--- src/sv/dmx_pm_pkg.sv ---
// shared types and constants for the dmx pixel mapper
// no dependencies; imported by every module of the block

package dmx_pm_pkg;

  // pixel store size; led_count saturates here
  localparam int MAX_PIXELS = 512;

  localparam int ADDR_W = 4;
  localparam int DATA_W = 32;

  // register indexes on the configuration port (byte address = 4 * index)
  localparam logic [1:0] REG_STRIP_ENABLED = 2'd0;
  localparam logic [1:0] REG_MODE          = 2'd1;
  localparam logic [1:0] REG_LED_COUNT     = 2'd2;
  localparam logic [1:0] REG_GROUP_SIZE    = 2'd3;

  typedef enum logic [1:0] {
    MODE_PIXEL  = 2'd0,
    MODE_GROUP  = 2'd1,
    MODE_BAR    = 2'd2,
    MODE_IGNORE = 2'd3
  } mode_t;

  typedef struct packed {
    logic       strip_enabled;
    mode_t      mode;
    logic [9:0] led_count;
    logic [7:0] group_size;
  } cfg_t;

  typedef struct packed {
    logic [7:0] channel_byte;
    logic       frame_start;
  } byte_item_t;

  typedef struct packed {
    logic [8:0] start_index;
    logic [9:0] pixel_count;
    logic [7:0] red;
    logic [7:0] green;
    logic [7:0] blue;
  } write_item_t;

  // one complete colour triple and where it sits in the frame
  typedef struct packed {
    logic [9:0] index;
    logic       first;
    logic [7:0] red;
    logic [7:0] green;
    logic [7:0] blue;
  } triple_t;

endpackage

--- src/sv/dmx_pm_regs.sv ---
// configuration register file on an apb-style port
// depends on dmx_pm_pkg

module dmx_pm_regs
  import dmx_pm_pkg::*;
(
  input  logic              clk,
  input  logic              rst,
  input  logic              psel,
  input  logic              penable,
  input  logic              pwrite,
  input  logic [ADDR_W-1:0] paddr,
  input  logic [DATA_W-1:0] pwdata,
  output logic [DATA_W-1:0] prdata,
  output logic              pready,
  output cfg_t              cfg
);

  logic [1:0] reg_index;
  logic       wr_en;

  assign reg_index = paddr[3:2];
  assign wr_en     = psel && penable && pwrite;
  assign pready    = 1'b1;

  always_ff @(posedge clk) begin
    if (rst) begin
      cfg.strip_enabled <= 1'b0;
      cfg.mode          <= MODE_PIXEL;
      cfg.led_count     <= 10'd0;
      cfg.group_size    <= 8'd1;
    end else if (wr_en) begin
      unique case (reg_index)
        REG_STRIP_ENABLED: cfg.strip_enabled <= pwdata[0];
        REG_MODE:          cfg.mode          <= mode_t'(pwdata[1:0]);
        REG_LED_COUNT:     cfg.led_count     <= pwdata[9:0];
        REG_GROUP_SIZE:    cfg.group_size    <= pwdata[7:0];
        default: ;
      endcase
    end
  end

  always_comb begin
    unique case (reg_index)
      REG_STRIP_ENABLED: prdata = {{(DATA_W-1){1'b0}}, cfg.strip_enabled};
      REG_MODE:          prdata = {{(DATA_W-2){1'b0}}, cfg.mode};
      REG_LED_COUNT:     prdata = {{(DATA_W-10){1'b0}}, cfg.led_count};
      REG_GROUP_SIZE:    prdata = {{(DATA_W-8){1'b0}}, cfg.group_size};
      default:           prdata = '0;
    endcase
  end

endmodule

--- src/sv/dmx_pm_assembler.sv ---
// collects channel bytes into colour triples and numbers them within a frame
// depends on dmx_pm_pkg

module dmx_pm_assembler
  import dmx_pm_pkg::*;
(
  input  logic       clk,
  input  logic       rst,
  input  logic       byte_valid,
  output logic       byte_stall,
  input  byte_item_t byte_data,
  output logic       triple_valid,
  input  logic       triple_take,
  output triple_t    triple
);

  logic [1:0] byte_phase;
  logic [1:0] byte_phase_next;
  logic [7:0] held_red;
  logic [7:0] held_green;
  logic [9:0] next_pixel;
  logic       frame_done;

  logic [1:0] phase_eff;
  logic [9:0] pixel_eff;
  logic       done_eff;
  logic       accept;
  logic       complete;

  assign byte_stall = triple_valid && !triple_take;
  assign accept     = byte_valid && !byte_stall;

  // a frame start clears the counters before the byte is placed
  assign phase_eff = byte_data.frame_start ? 2'd0  : byte_phase;
  assign pixel_eff = byte_data.frame_start ? 10'd0 : next_pixel;
  assign done_eff  = byte_data.frame_start ? 1'b0  : frame_done;
  assign complete  = (phase_eff != 2'd0) && (phase_eff != 2'd1);

  always_comb begin
    unique case (phase_eff)
      2'd0:    byte_phase_next = 2'd1;
      2'd1:    byte_phase_next = 2'd2;
      default: byte_phase_next = 2'd0;
    endcase
  end

  always_ff @(posedge clk) begin
    if (rst) begin
      byte_phase   <= 2'd0;
      held_red     <= 8'd0;
      held_green   <= 8'd0;
      next_pixel   <= 10'd0;
      frame_done   <= 1'b0;
      triple_valid <= 1'b0;
    end else begin
      if (accept) begin
        byte_phase <= byte_phase_next;
        if (phase_eff == 2'd0) begin
          held_red <= byte_data.channel_byte;
        end
        if (phase_eff == 2'd1) begin
          held_green <= byte_data.channel_byte;
        end
        if (complete) begin
          next_pixel <= (pixel_eff == 10'h3FF) ? pixel_eff : pixel_eff + 10'd1;
          frame_done <= 1'b1;
        end else begin
          next_pixel <= pixel_eff;
          frame_done <= done_eff;
        end
      end
      if (accept && complete) begin
        triple_valid <= 1'b1;
      end else if (triple_take) begin
        triple_valid <= 1'b0;
      end
    end
  end

  always_ff @(posedge clk) begin
    if (accept && complete) begin
      triple.index <= pixel_eff;
      triple.first <= !done_eff;
      triple.red   <= held_red;
      triple.green <= held_green;
      triple.blue  <= byte_data.channel_byte;
    end
  end

endmodule

--- src/sv/dmx_pm_range.sv ---
// turns one colour triple into a pixel range write and holds it for the sink
// depends on dmx_pm_pkg

module dmx_pm_range
  import dmx_pm_pkg::*;
(
  input  logic        clk,
  input  logic        rst,
  input  cfg_t        cfg,
  input  logic        triple_valid,
  output logic        triple_take,
  input  triple_t     triple,
  output logic        write_valid,
  input  logic        write_stall,
  output write_item_t write_data
);

  localparam logic [9:0] LEN_MAX = 10'(MAX_PIXELS);

  logic [9:0]  len;
  logic [7:0]  gs;
  logic [17:0] group_start;
  logic [9:0]  group_rem;
  logic        emit;
  logic [8:0]  start;
  logic [9:0]  count;

  assign len = (cfg.led_count > LEN_MAX) ? LEN_MAX : cfg.led_count;
  assign gs  = (cfg.group_size == 8'd0) ? 8'd1 : cfg.group_size;

  // first pixel of the group and what is left of the strip from there
  assign group_start = {8'd0, triple.index} * {10'd0, gs};
  assign group_rem   = len - group_start[9:0];

  always_comb begin
    emit  = 1'b0;
    start = 9'd0;
    count = 10'd0;
    if (cfg.strip_enabled && (len != 10'd0)) begin
      unique case (cfg.mode)
        MODE_PIXEL: begin
          emit  = triple.index < len;
          start = triple.index[8:0];
          count = 10'd1;
        end
        MODE_GROUP: begin
          emit  = group_start < {8'd0, len};
          start = group_start[8:0];
          count = (group_rem < {2'd0, gs}) ? group_rem : {2'd0, gs};
        end
        MODE_BAR: begin
          emit  = triple.first;
          start = 9'd0;
          count = len;
        end
        MODE_IGNORE: emit = 1'b0;
        default: emit = 1'b0;
      endcase
    end
  end

  assign triple_take = triple_valid && !(write_valid && write_stall);

  always_ff @(posedge clk) begin
    if (rst) begin
      write_valid <= 1'b0;
    end else if (triple_take) begin
      write_valid <= emit;
    end else if (!write_stall) begin
      write_valid <= 1'b0;
    end
  end

  always_ff @(posedge clk) begin
    if (triple_take) begin
      write_data.start_index <= start;
      write_data.pixel_count <= count;
      write_data.red         <= triple.red;
      write_data.green       <= triple.green;
      write_data.blue        <= triple.blue;
    end
  end

endmodule

--- src/sv/dmx_pixel_mapper.sv ---
// dmx pixel mapper top level: register file, triple assembler, range stage
// depends on dmx_pm_pkg, dmx_pm_regs, dmx_pm_assembler, dmx_pm_range

// Takes one DMX channel byte per transfer on the byte channel; frame_start
// marks channel zero and restarts the triple count. Every third byte
// completes a red/green/blue triple, and each triple yields at most one
// transfer on the write channel: a start pixel, a pixel count and the
// colour. Mode per pixel writes pixel k for triple k, grouped mode writes
// group_size pixels from k*group_size clipped to the strip (size zero acts
// as one), whole-bar mode paints the full strip from the first triple of a
// frame only, and the ignore mode and a disabled strip produce nothing while
// still counting bytes. led_count saturates at the 512-pixel store size.
// A byte can be taken in every cycle in which byte_stall is low. There are
// two register stages: the triple register in the assembler and the result
// register in the range stage, passed in that order on the way to the write
// channel, and the byte side keeps moving while a result waits on a stalled
// sink until both stages are full. Configuration goes over the apb-style
// port (strip_enabled at 0x0, mode 0x4, led_count 0x8, group_size 0xc),
// always ready, and should be changed only while the block is idle.

module dmx_pixel_mapper
  import dmx_pm_pkg::*;
(
  input  logic              clk,
  input  logic              rst,
  // configuration port
  input  logic              psel,
  input  logic              penable,
  input  logic              pwrite,
  input  logic [ADDR_W-1:0] paddr,
  input  logic [DATA_W-1:0] pwdata,
  output logic [DATA_W-1:0] prdata,
  output logic              pready,
  // channel bytes in
  input  logic              byte_valid,
  output logic              byte_stall,
  input  byte_item_t        byte_data,
  // pixel range writes out
  output logic              write_valid,
  input  logic              write_stall,
  output write_item_t       write_data
);

  cfg_t    cfg;
  triple_t triple;
  logic    triple_valid;
  logic    triple_take;

  // register file, written on the access phase of a write transfer
  dmx_pm_regs u_regs (
    .clk     (clk),
    .rst     (rst),
    .psel    (psel),
    .penable (penable),
    .pwrite  (pwrite),
    .paddr   (paddr),
    .pwdata  (pwdata),
    .prdata  (prdata),
    .pready  (pready),
    .cfg     (cfg)
  );

  // byte phase, held colours and the triple index within the frame
  dmx_pm_assembler u_assembler (
    .clk          (clk),
    .rst          (rst),
    .byte_valid   (byte_valid),
    .byte_stall   (byte_stall),
    .byte_data    (byte_data),
    .triple_valid (triple_valid),
    .triple_take  (triple_take),
    .triple       (triple)
  );

  // mode decode, group multiply and clipping, then the result register
  dmx_pm_range u_range (
    .clk          (clk),
    .rst          (rst),
    .cfg          (cfg),
    .triple_valid (triple_valid),
    .triple_take  (triple_take),
    .triple       (triple),
    .write_valid  (write_valid),
    .write_stall  (write_stall),
    .write_data   (write_data)
  );

endmodule

--- config.mk ---
export PLATFORM = sky130hd
export DESIGN_NAME = dmx_pixel_mapper
export DESIGN_NICKNAME = d
export VERILOG_FILES = /design/src/sv/dmx_pm_pkg.sv /design/src/sv/dmx_pm_regs.sv /design/src/sv/dmx_pm_assembler.sv /design/src/sv/dmx_pm_range.sv /design/src/sv/dmx_pixel_mapper.sv
export SDC_FILE = /design/constraint.sdc
export NUM_CORES = 1
export LEC_CHECK = 0
export ABC_CLOCK_PERIOD_IN_PS = 16500
export BUFFER_PORTS_ARGS = -buffer_cell sky130_fd_sc_hd__clkbuf_2
export CORE_MARGIN = 1
export CORE_UTILIZATION = 35
export DETAILED_ROUTE_END_ITERATION = 7
export GPL_TIMING_DRIVEN = 0
export PLACE_DENSITY = 0.64
export SLEW_MARGIN = 20
export SYNTH_ARGS = -nofsm -noshare
export SYNTH_HDL_FRONTEND = slang
export SYNTH_SLANG_ARGS = --single-unit
--- constraint.sdc ---
create_clock -name clk -period 16.5 [get_ports clk]
set_input_delay 2.475 -clock clk [delete_from_list [all_inputs] [get_ports clk]]
set_output_delay 2.475 -clock clk [all_outputs]
set_load 0.005 [all_outputs]
# Yosys cells after proc, flatten, opt, wreduce, memory -nomap -nowiden
# Index checks and enable logic that the tools add are counted.
# word_totals
ff_bits,130
wordCells,83
out_inout_bits,78
input_bits,52
# op_classes
n_lt_le_gt_ge,4
n_mul,1
n_mux,19
reduce_logical,26
eq_ne,10
add_sub_neg,2
# ops
op,count
$pmux W32 S4,1
$mux W10,5
$pmux W10 S3,1
$lt A18 B10 Y1,1
$mul A10 B8 Y18,1
$pmux W9 S2,1
$reduce_and A2 Y1,6
$add A10 B1 Y10 const B,1
$eq A10 B10 Y1 const B,1
$gt A10 B10 Y1 const B,1
$lt A10 B10 Y1,1
$lt A10 B8 Y1,1
$reduce_bool A10 Y1,1
$sub A10 B10 Y10,1
$logic_and A1 B1 Y1,9
$eq A2 B2 Y1 const B,4
$logic_not A8 Y1,1
$mux W8,1
$mux W1,7
$eq A2 B1 Y1 const B,3
$logic_not A2 Y1,3
$logic_not A1 Y1,4
$ne A2 B1 Y1 const B,2
$pmux W1 S4,1
other kinds (3),4

# Logic depth before layout (Yosys ltp)
# logic_depth
word_depth,9
mapped_depth,26
depth_no_buf,25

# Modules after synthesis
# Synthesis repeated with hierarchy kept, for this count alone.
# hier_totals
hier_cells,909
area_unflattened_um2,9272.6
# by_module_without_submodules
mod,area_each_um2,seq_area_each_um2,cells_each,instances
dmx_pm_range,5562.8,1311.3,586,1
dmx_pm_assembler,2452.4,1651.6,191,1
dmx_pm_regs,1257.5,420.4,132,1

# Worst setup path after synthesis
# OpenSTA, ideal clock, no wires.
# synth_path
path_type,input to output
start,in paddr[2]
end,out prdata[0]
arrival_time_ps,3436
path_buffers,2
slack_ps,10589
path_stages,3
path_cell_list,clkbuf_1 clkbuf_1 mux4_2
# synth_between
elab_chain_len,2
word_cells_on_any_way,5
# synth_lines
element,line,text
from (decl),dmx_pixel_mapper.sv:30,"input logic [ADDR_W-1:0] paddr,"
$eq A2 B2 Y1 (tied with other cells),dmx_pm_regs.sv:44,unique case (reg_index)
$pmux W32 S4 *,dmx_pm_regs.sv:44,
to (decl),dmx_pixel_mapper.sv:32,"output logic [DATA_W-1:0] prdata,"
# Every way passes the cells marked *; elsewhere a longest branch is shown, timed or not. The select of a mux whose other input is x is not followed.

# Worst setup path in the final report
# layout_path
start,"reg, netlist name u_regs.cfg[4]"
end,"reg, netlist name u_range.write_data[29]"
# layout_between
elab_chain_len,7
# layout_lines
element,line,text
$logic_not A8 Y1,dmx_pm_range.sv:29,assign gs = (cfg.group_size == 8'd0) ? 8'd1 : cfg.group_size;
$mux W8 *,dmx_pm_range.sv:29,
$mul A10 B8 Y18,dmx_pm_range.sv:32,"assign group_start = {8'd0, triple.index} * {10'd0, gs};"
$sub A10 B10 Y10,dmx_pm_range.sv:33,assign group_rem = len - group_start[9:0];
$lt A10 B8 Y1,dmx_pm_range.sv:49,"count = (group_rem < {2'd0, gs}) ? group_rem : {2'd0, gs};"
$mux W10 *,dmx_pm_range.sv:49,
$pmux W10 S3 *,dmx_pm_range.sv:40,unique case (cfg.mode)
# Every way passes the cells marked *; elsewhere a longest branch is shown, timed or not.
# A chain may end at the register's enable or synchronous reset.

==> out/results.env <==
STATUS='completed'
CTS.REPAIR.RESIZED=0
DETAIL_ROUTE.VIAS_PER_CELL=4.94
CRIT_PATH_MAX_FANOUT=10
POST_CTS.REPAIR.SETUP_BUFFERS=0
MEAN_POST_SYNTH_CELL_AREA_SQ_UM=10.1
TIGHTESTPINTRANSITION_NS=0.923
COREAREA_SQ_UM=24500
POST-SYNTH-TOP-AREA-FRACTION_PCT=26.5
SYN_INST=872
ANTENNA_CELLS_INSERTED=0
DETAIL_ROUTE.WL_PER_CELL_MICRONS=16.0
DETAILED_PLACE_HPWL_MICRONS=16300
GRT_SETUP_UNREPAIRED='false'
LAYOUT.CELLS.MOST_COMMON='inv_1'
POSTSYNTH.ASYNCRESETSHARE_PCT=0
SHARE_CLK_OF_TOTAL_POWER_PCT=49.3
PLACED_CELLS_INCL_TAPS=1299
DRIVE_ABOVE_1_SHARE_PCT=15.0
GLOBALROUTEOVERFLOWTOTAL=0
CLK_PIN_SLEW_WORST_PATHS_NS=0.06
SYNTH_SEQ_AREA_SHARE_PCT=38.3
VIAS_IN_THE_FIRST_GLOBAL_ROUTE=6422
POWER_REPORT.INTERNAL_TOTAL_mW=0.594
SLEW_HEADROOM_PCT=38.2
WARNINGS_FROM_YOSYS=0
MAX_FREQ_MHz=146
SYNTH.LIB_CELLS_USED.DISTINCT=62
BUFFER_PORTS.INSERTED=80
CRITICAL_PATH_RT_NS=16.64
CLKSINKCOUNT=130
PLACED_CELL_AREA_SQ_UM=9770
ROUTE.VIAS.TOTAL=6577
FINALSETUPTNS_NS=0
HOLD-WORST-SLACK_NS=0.417
SETUP.WORST_PATH.END_CLASS='register'
SYNTH_EDF_COUNT=78
DOMINANTREGCELLSYNTH='edfxtp_1'
SYNTH_TOP_CELLS_BY_AREA='edfxtp_1 (27%), dfxtp_1 (12%), fa_1 (11%)'
TIMING.FINAL.MAX_SLEW_VIOLATIONS=0
IOPINCOUNT=130
DRTPASS1ITERATIONS=5
INITIAL_UTILIZATION_PCT=36.0
POST_ROUTE_WL_MICRONS=21300
CHIPWIDTH_MICRONS=161
ANTENNA_FOUND_INITIAL=0
SETUP_VIOLS_FINAL=0
MAX-CAP-VIOLATIONS=0
DIE-AREA_SQ_UM=25900
FIN_WS_NS=9.64
POST-ROUTE-PERIOD-UTIL_PCT=41.6
SWITCHING_SHARE_PCT=24.2
POST_ROUTE_CELL_AREA_SQ_UM=10400
ROWS=57
POWER.SHARE.SEQUENTIAL_PCT=44.5
CTS_TREE='yes'
SYNTH.FF_LATCH_COUNT=130
DRT_FIRST_ITER_VIOLATIONS=411
POWER.DENSITY_nW_PER_UM2=75.5
FINAL_ANTENNA_NET_COUNT=0
FIRST_PASS_GRT_WIRE_LENGTH_MICRONS=34100
NETLIST.TOP_CELL.BY_AREA='edfxtp_1'
TOTALPOWERFINAL_mW=0.783
DIE_H_MICRONS=161
CLK-INSERTION-DELAY-LATE_NS=0.43
TIMING.CRITICAL_PATH.FROM_TYPE='register'
HP-CLASS='register to register'
NUM-NETS-FINAL=1169
WORSTPATHARRIVAL_NS=7.01
COMBINATIONALPOWERSHARE_PCT=6.2
FINALWEIGHTEDCONGESTION=0.870
POWER.IR.VDD_WORST_V=0.0000679
GRT_START_MAX_NET_PINS=28
SYNTH_AREA_SQ_UM=8830
TRITONCTS.NUM_BUFFERS=17
POWER.LEAKAGE_nW=4.44
FINAL.MIN_CLOCK_PERIOD_NS=6.86
POST_ROUTE_SKEW_NS=0.0119
LAYOUT.CORE_UTILIZATION_PCT=42.3
FLOW.AREA_GROWTH_FROM_SYNTHESIS_PCT=17.4
TIMING.FINAL.HOLD_VIOLATIONS=0
CTS-ROOT-BUF='clkbuf_16'
PLACE_WS_NS=9.71
HOLD_BUFFERS=0
POWER.NET_SWITCHING_mW=0.189
CTS.HTREE.LEVELS=4
GR-USAGE-ALL-LAYERS_PCT=17.1
MOST-COMMON-LAYOUT-CELLS='inv_1 (93), nor2_1 (81), clkbuf_2 (80), edfxtp_1 (78), ha_1 (74)'
FINALNONFILLERCELLS=1331
SETUP.WORST_PATH.CLASS='register to register'
REMAINING_DRC_ERRORS=0
CLOCK_TREE.BUFFER_DEPTH=2
[cells by family after synthesis]
logic type	count (synthesis)	synth area share [%]
xor+xnor	20	1.98
simple gates	282	15.9
compound gates	107	7.88
other cells	2	0.0850
mux	60	6.94
buf+inv	148	7.28
fa+ha+maj	123	21.6
flops	130	38.3
[worst max-delay path, cell delays in order (launching register included)]
cell,delay (ns)
dfxtp_1,0.38
nor4_1,0.44
a21o_1,0.20
clkbuf_1,0.43
and2_1,0.22
fa_1,0.42
ha_1,0.29
inv_1,0.05
fa_1,0.53
inv_1,0.07
ha_1,0.28
a21oi_1,0.29
nor2b_1,0.08
nor2_1,0.13
xnor2_1,0.20
ha_1,0.32
or2_1,0.26
o31ai_1,0.09
a31oi_2,0.10
xor2_1,0.18
ha_1,0.33
a211oi_2,0.25
o21ai_2,0.10
nor4_4,0.55
mux2i_1,0.26
o22ai_1,0.11
[area by class of cell]
class                   count  area, sq um
repair buffers             82          440
clock buffers              18          429
fillers                  2382        14200
clock inverters            14          173
multi-input cells         615         4890
flip-flops and latches    130         3380
well taps                 324          405
inverters                  94          353
plain buffers              54          290
[per-layer routing]
metal	up-vias	share of wire [%]	track usage, %
li1	3178	-	-
met3	28	4.9	3.43
met4	0	1.9	5.49
met2	191	48	27.9
met5	-	0	0
met1	3180	45	22.6
[synthesized netlist by cell type (2+ instances only)]
cell	instances
mux2i_1	59
clkbuf_1	25
edfxtp_1	78
nor3b_1	2
a311oi_1	2
nand2b_1	5
xor2_1	6
buf_1	5
conb_1	2
o21ai_0	24
o21ai_1	2
nor2_1	82
a211oi_1	5
nand3_1	9
inv_1	93
nand2_1	68
xnor2_1	14
ha_1	74
o21a_1	5
o2111ai_1	2
nor2b_1	16
or2_1	2
and3_1	3
a21oi_1	25
o31ai_1	2
buf_4	23
and4_1	3
and2_1	56
nor4_1	4
nand4_1	11
o211ai_1	3
a21o_1	7
a31oi_1	6
o22ai_1	8
o21ai_2	2
nor3_1	11
nand3b_1	4
dfxtp_1	52
fa_1	49
[sequential cells by signal, summed over array words and instances (netlist names), 2 cells and up]
name	count
u_regs.cfg	21
u_assembler.next_pixel	10
u_assembler.byte_phase	2
u_assembler.triple	35
u_assembler.held_green	8
u_range.write_data	43
u_assembler.held_red	8
[worst paths after layout]
path	from	end	slack, ns	depth (start not counted)
max	u_regs.cfg[4]$_SDFFE_PP0P_	u_range.write_data[29]$_SDFFCE_PN0P_	9.64	25
min	u_assembler.triple[15]$_DFFE_PP_	u_range.write_data[15]$_DFFE_PP_	0.42	0
max reg2reg	u_regs.cfg[4]$_SDFFE_PP0P_	u_range.write_data[29]$_SDFFCE_PN0P_	9.64	25
min reg2reg	u_assembler.triple[15]$_DFFE_PP_	u_range.write_data[15]$_DFFE_PP_	0.42	0
[power groups by stage]
| stage | registers (mW) | logic [mW] | clock network (mW) |
|---|---|---|---|
| 2_1_floorplan | 0.354 | 0.0341 | 0 |
| 4_1_cts | 0.348 | 0.0487 | 0.391 |
| 5_1_grt | 0.349 | 0.0540 | 0.403 |
| 6_report | 0.348 | 0.0486 | 0.386 |
| 3_5_place_dp | 0.355 | 0.0482 | 0 |
| 3_3_place_gp | 0.355 | 0.0474 | 0 |
Note: power is estimated with default switching activity, not from simulation.
